## config.mk

```make
export PLATFORM = sky130hd
export DESIGN_NAME = hsv_to_rgb_radian_hue_top_flat
export DESIGN_NICKNAME = d
export VERILOG_FILES = /design/src/hsvr_pkg.sv /design/src/hsvr_if.sv /design/src/hsv_to_rgb_radian_hue_top.sv /design/src/flat_wrapper.sv
export SDC_FILE = /design/constraint.sdc
export NUM_CORES = 2
export LEC_CHECK = 0
export ABC_AREA = 1
export BUFFER_PORTS_ARGS = -buffer_cell sky130_fd_sc_hd__buf_2
export CAP_MARGIN = 20
export CORE_MARGIN = 2
export CORE_UTILIZATION = 56
export CTS_CLUSTER_SIZE = 8
export DETAILED_ROUTE_END_ITERATION = 6
export PLACE_DENSITY_LB_ADDON = 0.05
export SLEW_MARGIN = 20
export SYNTH_ARGS = -nofsm -noshare
export SYNTH_HDL_FRONTEND = slang
export SYNTH_SLANG_ARGS = --single-unit
```

## constraint.sdc

```tcl
create_clock -name clk -period 6.12 [get_ports clk]
set_clock_uncertainty 0.05 [all_clocks]
set_input_delay 0.918 -clock clk [delete_from_list [all_inputs] [get_ports clk]]
set_output_delay 0.918 -clock clk [all_outputs]
set_load 0.02 [all_outputs]
```

## src/hsvr_pkg.sv

```systemverilog
// Package for the radian-hue HSV to RGB converter.
// Holds field widths, fixed-point constants and the sector code type.
// Depends on nothing; every other file imports it.
package hsvr_pkg;

	localparam int HUE_W = 16;
	localparam int SV_W  = 16;
	localparam int CH_W  = 15;

	localparam logic signed [HUE_W-1:0] HUE_MIN_RAW = -16'sd25735;
	localparam logic signed [HUE_W-1:0] HUE_MAX_RAW = 16'sd25744;
	localparam logic signed [SV_W-1:0]  ONE_Q14     = 16'sd16384;

	localparam logic [28:0] SEXT_K     = 29'd512673957;
	localparam int          SEXT_SHIFT = 26;
	localparam logic [16:0] SEXT_ONE   = 17'd65536;
	localparam logic [18:0] SEXT_FULL  = 19'd393216;

	typedef enum logic [2:0] {
		SEC_000 = 3'd0,
		SEC_060 = 3'd1,
		SEC_120 = 3'd2,
		SEC_180 = 3'd3,
		SEC_240 = 3'd4,
		SEC_300 = 3'd5
	} sector_t;

endpackage

```

## src/hsvr_if.sv

```systemverilog
// Valid/ready channel interfaces for the HSV pixel input and the RGB output.
// Depends on hsvr_pkg for the field widths.
interface hsvr_pix_if import hsvr_pkg::*; ();
	logic                    valid;
	logic                    ready;
	logic signed [HUE_W-1:0] hue;
	logic signed [SV_W-1:0]  saturation;
	logic signed [SV_W-1:0]  brightness;

	modport source (output valid, output hue, output saturation, output brightness,
		input ready);
	modport sink (input valid, input hue, input saturation, input brightness,
		output ready);
endinterface

interface hsvr_rgb_if import hsvr_pkg::*; ();
	logic            valid;
	logic            ready;
	logic [CH_W-1:0] red;
	logic [CH_W-1:0] green;
	logic [CH_W-1:0] blue;

	modport source (output valid, output red, output green, output blue, input ready);
	modport sink (input valid, input red, input green, input blue, output ready);
endinterface

```

## src/hsv_to_rgb_radian_hue_top.sv

```systemverilog
// HSV to RGB converter with hue in radians, as a four-stage pipeline.
// Depends on hsvr_pkg and the channel interfaces in hsvr_if.sv.
//
// The pixel channel takes hue (signed Q3.13 radians), saturation and
// brightness (signed Q1.14). The color channel returns red, green and blue
// as unsigned Q1.14. A transaction happens when valid and ready are both high.
// Inputs out of range give a black pixel.
// Throughput is one pixel per cycle while the color receiver does not stall;
// the stages are the range check with the hue and chroma multiplies, the
// sector decode, the secondary-term multiply, and the channel routing into
// the output register.
// Each stage has its own valid bit and takes new data whenever it is empty
// or its successor moves, so bubbles close up while the receiver stalls.
// A stalled color transaction holds its data; pixel ready drops only when
// every stage is full.
// Reset clears all valid bits; the pipeline is empty afterwards.
module hsv_to_rgb_radian_hue_top
	import hsvr_pkg::*;
(
	input  logic       clk,
	input  logic       arst_n,
	hsvr_pix_if.sink   pixel,
	hsvr_rgb_if.source color
);

	logic valid_s1, valid_s2, valid_s3, valid_s4;
	logic rdy1, rdy2, rdy3, rdy4;

	assign rdy4 = !valid_s4 || color.ready;
	assign rdy3 = !valid_s3 || rdy4;
	assign rdy2 = !valid_s2 || rdy3;
	assign rdy1 = !valid_s1 || rdy2;
	assign pixel.ready = rdy1;

	always_ff @(posedge clk or negedge arst_n) begin
		if (!arst_n) begin
			valid_s1 <= 1'b0;
			valid_s2 <= 1'b0;
			valid_s3 <= 1'b0;
			valid_s4 <= 1'b0;
		end else begin
			if (rdy1) valid_s1 <= pixel.valid;
			if (rdy2) valid_s2 <= valid_s1;
			if (rdy3) valid_s3 <= valid_s2;
			if (rdy4) valid_s4 <= valid_s3;
		end
	end

	logic        oor_c;
	logic [15:0] neg_hue_c;
	logic [14:0] mag_c;

	always_comb begin
		oor_c = (pixel.hue < HUE_MIN_RAW) || (pixel.hue > HUE_MAX_RAW)
			|| pixel.saturation[SV_W-1] || (pixel.saturation > ONE_Q14)
			|| pixel.brightness[SV_W-1] || (pixel.brightness > ONE_Q14);
		neg_hue_c = 16'(-pixel.hue);
		mag_c = pixel.hue[HUE_W-1] ? neg_hue_c[14:0] : pixel.hue[14:0];
	end

	logic [43:0] prod_h_s1;
	logic [29:0] prod_sv_s1;
	logic        neg_s1, oor_s1;
	logic [14:0] v_s1;

	always_ff @(posedge clk) begin
		if (rdy1) begin
			prod_h_s1  <= 44'(mag_c) * 44'(SEXT_K);
			prod_sv_s1 <= 30'(pixel.saturation[14:0]) * 30'(pixel.brightness[14:0]);
			neg_s1     <= pixel.hue[HUE_W-1];
			oor_s1     <= oor_c;
			v_s1       <= pixel.brightness[14:0];
		end
	end

	logic [17:0] q_c;
	logic [18:0] p_c;
	logic [2:0]  sec_raw_c, sec_c;
	logic [14:0] c_c;
	logic [16:0] f_c, d_c;
	logic [29:0] sv_round_c;

	always_comb begin
		q_c = prod_h_s1[SEXT_SHIFT+17:SEXT_SHIFT];
		p_c = neg_s1 ? (SEXT_FULL - {1'b0, q_c}) : {1'b0, q_c};
		sec_raw_c = p_c[18:16];
		if (!neg_s1) begin
			sec_c = (sec_raw_c > 3'(SEC_120)) ? 3'(SEC_120) : sec_raw_c;
		end else if (sec_raw_c < 3'(SEC_180)) begin
			sec_c = 3'(SEC_180);
		end else if (sec_raw_c > 3'(SEC_300)) begin
			sec_c = 3'(SEC_300);
		end else begin
			sec_c = sec_raw_c;
		end
		sv_round_c = prod_sv_s1 + 30'd8192;
		c_c = sv_round_c[28:14];
		f_c = p_c[16:0];
		d_c = f_c[16] ? {1'b0, f_c[15:0]} : (SEXT_ONE - f_c);
	end

	logic [14:0] c_s2, m_s2;
	logic [16:0] w_s2;
	sector_t     sec_s2;
	logic        oor_s2;

	always_ff @(posedge clk) begin
		if (rdy2) begin
			c_s2   <= c_c;
			m_s2   <= v_s1 - c_c;
			w_s2   <= SEXT_ONE - d_c;
			sec_s2 <= sector_t'(sec_c);
			oor_s2 <= oor_s1;
		end
	end

	logic [31:0] xprod_s3;
	logic [14:0] c_s3, m_s3;
	sector_t     sec_s3;
	logic        oor_s3;

	always_ff @(posedge clk) begin
		if (rdy3) begin
			xprod_s3 <= 32'(c_s2) * 32'(w_s2);
			c_s3     <= c_s2;
			m_s3     <= m_s2;
			sec_s3   <= sec_s2;
			oor_s3   <= oor_s2;
		end
	end

	logic [31:0] x_round_c;
	logic [14:0] x_c, r_c, g_c, b_c;

	always_comb begin
		x_round_c = xprod_s3 + 32'd32768;
		x_c = x_round_c[30:16];
		unique case (sec_s3)
			SEC_000: begin r_c = c_s3; g_c = x_c;  b_c = '0;   end
			SEC_060: begin r_c = x_c;  g_c = c_s3; b_c = '0;   end
			SEC_120: begin r_c = '0;   g_c = c_s3; b_c = x_c;  end
			SEC_180: begin r_c = '0;   g_c = x_c;  b_c = c_s3; end
			SEC_240: begin r_c = x_c;  g_c = '0;   b_c = c_s3; end
			default: begin r_c = c_s3; g_c = '0;   b_c = x_c;  end
		endcase
	end

	logic [CH_W-1:0] red_s4, green_s4, blue_s4;

	always_ff @(posedge clk) begin
		if (rdy4) begin
			red_s4   <= oor_s3 ? '0 : CH_W'(r_c + m_s3);
			green_s4 <= oor_s3 ? '0 : CH_W'(g_c + m_s3);
			blue_s4  <= oor_s3 ? '0 : CH_W'(b_c + m_s3);
		end
	end

	assign color.valid = valid_s4;
	assign color.red   = red_s4;
	assign color.green = green_s4;
	assign color.blue  = blue_s4;

endmodule

```

## src/flat_wrapper.sv

```systemverilog
// flat-port wrapper written by rule: the top's interface ports become plain ports
module hsv_to_rgb_radian_hue_top_flat import hsvr_pkg::*;
  (clk, arst_n, pixel_valid, pixel_hue, pixel_saturation, pixel_brightness, pixel_ready, color_valid, color_red, color_green, color_blue, color_ready);
  hsvr_pix_if pixel_i ();
  hsvr_rgb_if color_i ();
  input  logic clk;
  input  logic arst_n;
  input wire logic [$bits(pixel_i.valid)-1:0] pixel_valid;
  input wire logic [$bits(pixel_i.hue)-1:0] pixel_hue;
  input wire logic [$bits(pixel_i.saturation)-1:0] pixel_saturation;
  input wire logic [$bits(pixel_i.brightness)-1:0] pixel_brightness;
  output wire logic [$bits(pixel_i.ready)-1:0] pixel_ready;
  output wire logic [$bits(color_i.valid)-1:0] color_valid;
  output wire logic [$bits(color_i.red)-1:0] color_red;
  output wire logic [$bits(color_i.green)-1:0] color_green;
  output wire logic [$bits(color_i.blue)-1:0] color_blue;
  input wire logic [$bits(color_i.ready)-1:0] color_ready;
  assign pixel_i.valid = pixel_valid;
  assign pixel_i.hue = pixel_hue;
  assign pixel_i.saturation = pixel_saturation;
  assign pixel_i.brightness = pixel_brightness;
  assign pixel_ready = pixel_i.ready;
  assign color_valid = color_i.valid;
  assign color_red = color_i.red;
  assign color_green = color_i.green;
  assign color_blue = color_i.blue;
  assign color_i.ready = color_ready;
  hsv_to_rgb_radian_hue_top u_core (.clk(clk), .arst_n(arst_n), .pixel(pixel_i), .color(color_i));
endmodule
```

# After elaboration in Yosys (flattened, before gate mapping)
# Cells that the tools add are included.
# W data, S select, Z words.
# classes
add_sub_neg	10
n_mul	3
n_lt_le_gt_ge	7
n_eq_ne	4
muxes	10
n_reduce_logical	20
# op_table
cell	n
$pmux W15 S2	3
$gt A16 B16 Y1 const B	3
$add A15 B15 Y15	3
$mul A15 B29 Y44 const B	1
$sub A17 B17 Y17 const A	2
$add A31 B16 Y31 const B	1
$mul A15 B17 Y31	1
$add A29 B14 Y29 const B	1
$mul A15 B15 Y29	1
$mux W19	1
$sub A19 B18 Y19 const A	1
$mux W17	1
$lt A16 B16 Y1 const B	1
$mux W15	1
$neg A15 Y15	1
$sub A15 B15 Y15	1
$mux W3	4
$reduce_or A2 Y1	6
$logic_or A1 B1 Y1	9
$eq A3 B2 Y1 const B	2
$logic_not A1 Y1	4
$eq A3 B1 Y1 const B	1
$eq A3 B3 Y1 const B	1
$gt A3 B2 Y1 const B	1
other kinds (3)	3
# totals
register_bits	255
in_bits	52
output_inout_bits	47
wordCells	76

# Logic depth before layout (Yosys ltp)
# logic_depth
ltp_word	6
ltp_mapped	36
depth_no_buf	36

# Worst setup path before layout
# No wires, ideal clock.
# synth_path
path_type	input -> register
from	in pixel_hue[0]
to	reg u_core.prod_h_s1[39], data pin
setup_ns	0.260
arrival_time_ns	7.079
t_required_ns	5.810
path_slack_ns	-1.269
stages	32
path_buffers	0
cell_sequence	inv_1 ha_1 inv_1 nor3_1 nand2_1 nand2_1 nand2_1 a21oi_1 xor2_1 inv_1 fa_1 inv_1 fa_1 fa_1 inv_1 fa_1 inv_1 fa_1 inv_1 fa_1 inv_1 ha_1 nand2_1 nor2_1 inv_1 nor2_1 and3_1 nand2_1 o211ai_1 nand3_1 nand2_1 xor2_1
# synth_via
elab_chain_cells	3
# synth_rtl
item	line	text
start: declaration	flat_wrapper.sv:9	input wire logic [$bits(pixel_i.hue)-1:0] pixel_hue;
$neg A15 Y15	hsv_to_rgb_radian_hue_top.sv:57	neg_hue_c = 16'(-pixel.hue);
$mux W15 *	hsv_to_rgb_radian_hue_top.sv:58	mag_c = pixel.hue[HUE_W-1] ? neg_hue_c[14:0] : pixel.hue[14:0];
$mul A15 B29 Y44 *	hsv_to_rgb_radian_hue_top.sv:68	prod_h_s1 <= 44'(mag_c) * 44'(SEXT_K);
end signal: assignment	hsv_to_rgb_radian_hue_top.sv:68	
end: declaration	hsv_to_rgb_radian_hue_top.sv:61	logic [43:0] prod_h_s1;
# Mark *: on every way between the ends. The rest lies on a longest branch, timed or not.
# A chain may end at the register's enable or synchronous reset.

# Final worst setup path
# layout_path
from	in pixel_hue[2]
to	reg u_core.prod_h_s1[39], data pin
# The elaborated chain is that of the path after synthesis.

==> summary.md <==
| Metric | Value |
|---|---|
| WL final | between 80000 and 90000 um |
| Distinct cells, synth | 55 |
| Placeable Area | around 60000 sq um |
| Drt drc | 0 |
| Post-synth EDFFs | roughly 200 |
| Synth Instances | about 4000 |
| DP Worst Slack | -999 ps |
| Setup Viol. Count Final | 15 |
| Die height | 251 um |
| Synth Flop Type | edfxtp_1 |
| CP peak stage delay | about 540 ps |
| Worst R2R End | u_core.xprod_s3[20]$_DFFE_PP_ |
| Final Cycle Share | 103% |
| Startpoint Class | input pin |
| Antenna cells | 0 |
| Initial antenna violation count | 0 |
| Result of the run | finished, violations left |
| Fin. Hold Viols | 0 |
| Synth Warn # | 0 |
| Num CTS Buffers | 29 |
| Setup crit end | u_core.prod_h_s1[39]$_DFFE_PP_ |
| HP Class | in -> async |
| WL per Instance | ~17 um |
| Initial DRC Count | between 1500 and 2000 |
| Maximum number of pins on one net before global-route repair | 53 |
| Max Slew Vio Count | 0 |
| Ys async rst share | 1.99% |
| Vias in the first global route | ~28000 |
| Most frequent CP cell | fa_1 |
| Via density | about 5.2 |
| Synthesized cell area | between 30000 and 40000 sq um |
| Total track usage | between 20% and 30% |
| Crit-path max FO | 3 |
| Failing checks | negative setup slack |
| Io pins | between 90 and 100 |
| First-pass GRT wire length | 141000 um |
| Seq/Total Area, Yosys | about 18% |
| Fin nets | between 5000 and 6000 |
| Slowest CP cell | fa_1 |
| Critical path type | in -> reg |
| Share of cells above drive strength 1 | ~18% |
| Die footprint | around 63000 sq um |
| Critical Path Source | pixel_hue[2] |
| Slew @ Worst Pin | about 1000 ps |
| HPWL after DPL | around 74000 um |
| Initial Utilization | 56.7% |
| Gr ovfl total | 0 |
| Setup slack, reg-to-reg | about 150 ps |
| Critical path required time | about 6400 ps |
| Post-Syn Nets | ~5000 |
| CTS tree | built |
| Sum Neg Setup Slack | -1750 ps |
| RSZ-0062 raised after global routing | true |
| Max-slew headroom | 29.7% |
| P&R area growth vs syn | 17.7% |
| MaxCap Viol Count | 0 |
| Htree depth | 1 |
| Clock Sinks | 201 |
| Final WS setup | -214 ps |
| Antenna-violating nets left | 0 |
| Syn Area/Cell | roughly 8.4 sq um |
| Max Clock Freq | roughly 160 MHz |
| Port Buf Inserts | 98 |
| R2r startpoint | u_core.c_s2[1]$_DFFE_PP_ |
| Fin util | ~67% |
| Clock slew at reported path FFs | about 50 ps |
| Clock Tree Root | clkbuf_16 |
| CTS Buffer Depth | 3 |
| Post-route minimum period | around 6300 ps |
| Site Rows | 90 |
| Placer congestion estimate | around 0.96 |
| Clk_lat worst skew | around 560 ps |
| Die width | approximately 250 um |
| Reg2reg path depth | 19 |
| Worst EP arrival | roughly 6600 ps |
| Seq cells post-synth | 201 |
| Drt pass-1 iters | 7 |
| Endpoint class of the critical path | flip-flop |
| Routed vias | around 27000 |
| DP Area | between 30000 and 40000 sq um |
| Finished Cell Area | around 40000 sq um |
state kept, by name, indices dropped and copies added (netlist names), 3 cells and up:
register            count
u_core.prod_sv_s1      16
u_core.prod_h_s1       18
u_core.sec_s2           3
u_core.color.red       15
u_core.color.green     15
u_core.xprod_s3        16
u_core.m_s3            15
u_core.c_s3            15
u_core.c_s2            15
u_core.v_s1            15
u_core.sec_s3           3
u_core.m_s2            15
u_core.w_s2            17
u_core.color.blue      15
cells in the mapped netlist, types with 10 or more instances:
master | count | share of area, %
xor2_1 | 90 | 2.3
o21a_1 | 10 | 0.22
nor2_1 | 181 | 2.0
o31ai_1 | 10 | 0.22
a31oi_1 | 16 | 0.29
nand4_1 | 23 | 0.42
xnor2_1 | 35 | 0.89
o21ai_0 | 118 | 1.7
ha_1 | 402 | 15
edfxtp_1 | 197 | 17
fa_1 | 490 | 29
clkbuf_1 | 114 | 1.2
a21o_1 | 15 | 0.33
o211ai_1 | 11 | 0.24
inv_2 | 11 | 0.12
nand2_1 | 845 | 9.3
a21oi_1 | 198 | 2.9
nor3_1 | 32 | 0.47
nand3_2 | 10 | 0.29
nand2_2 | 24 | 0.44
nor4_1 | 12 | 0.22
o22ai_1 | 42 | 0.77
inv_1 | 1019 | 11
nand3_1 | 86 | 1.3
routing by layer:
metal	vias up	wire length [um]	GRT usage [%]
met3	146	4370	3.13
met4	0	2940	8.49
li1	13393	-	-
met1	13123	39000	38.7
met5	-	0	0
met2	698	41100	46.9
cell families after synthesis:
kind of cell / after synthesis / share of synthesized area (%)
flops: 201 / 17.6
xor+xnor: 125 / 3.20
fa+ha+maj: 892 / 43.3
buf+inv: 1151 / 12.7
compound gates: 468 / 7.78
simple gates: 1254 / 15.4
through the flow:
stage / hold WS [ps] / std cells
finish: 103 / 5282
detailed placement: 355 / 5195
global placement: 350 / 5195
CTS: 81.5 / 5256
floorplan: 350 / 4091
global route: 93.7 / 5282
worst min path at each step:
stage                                     from                           to  slack [ps]  depth (start not counted)
floorplan             u_core.m_s2[0]$_DFFE_PP_     u_core.m_s3[0]$_DFFE_PP_         350                          0
global placement      u_core.m_s2[6]$_DFFE_PP_     u_core.m_s3[6]$_DFFE_PP_         350                          0
detailed placement  u_core.sec_s2[0]$_DFFE_PP_   u_core.sec_s3[0]$_DFFE_PP_         350                          0
CTS                                     arst_n  u_core.valid_s1$_DFFE_PN0P_          80                          1
global route                            arst_n  u_core.valid_s3$_DFFE_PN0P_          90                          1
finish                                  arst_n  u_core.valid_s2$_DFFE_PN0P_         100                          1
cell type report:
class	instances	area [sq um]
Multi-Input combinational cell	2739	25100
Fill cell	5097	20100
Sequential cell	201	6020
Inverter	1030	3880
Timing Repair Buffer	486	3570
Tap cell	782	978
Clock buffer	42	785
Clock inverter	2	50.0
cell usage in the layout, fill, tap and decap left out, types with 15 or more instances in the layout:
master       n
a21oi_2     17
ha_4        28
nor2_2      17
buf_2       95
xor2_1      81
ha_1       374
nor3_1      24
a21oi_1    173
fa_1       478
nand2_1    816
o21ai_0    104
edfxtp_1   197
xnor2_1     35
inv_1      984
inv_2       41
nor2_4      21
o22ai_1     42
buf_4      370
nand3_1     79
clkbuf_16   29
nand2_2     44
nand4_1     23
nand2_4     15
nor2_1     159
a21o_1      15
nand3_2     17
worst max-delay path, delay by kind of cell:
family | cells | cell delay, ps
adders and majority gates | 7 | 3040
and+or+nand+nor | 12 | 1240
buffers and inverters | 8 | 570
AOI/OAI and AO/OA | 2 | 500
xor gates and xnor gates | 2 | 280
timing repair:
action	in CTS	in global routing
endpoints found under the setup margin	18	25
gates resized for setup	93	105
pin swaps	48	54
hold buffers	0	0
setup buffers	17	27
Power is left out: the tool's default activity adds up to more than one toggle a clock period on the data nets, which glitch-free logic cannot reach.
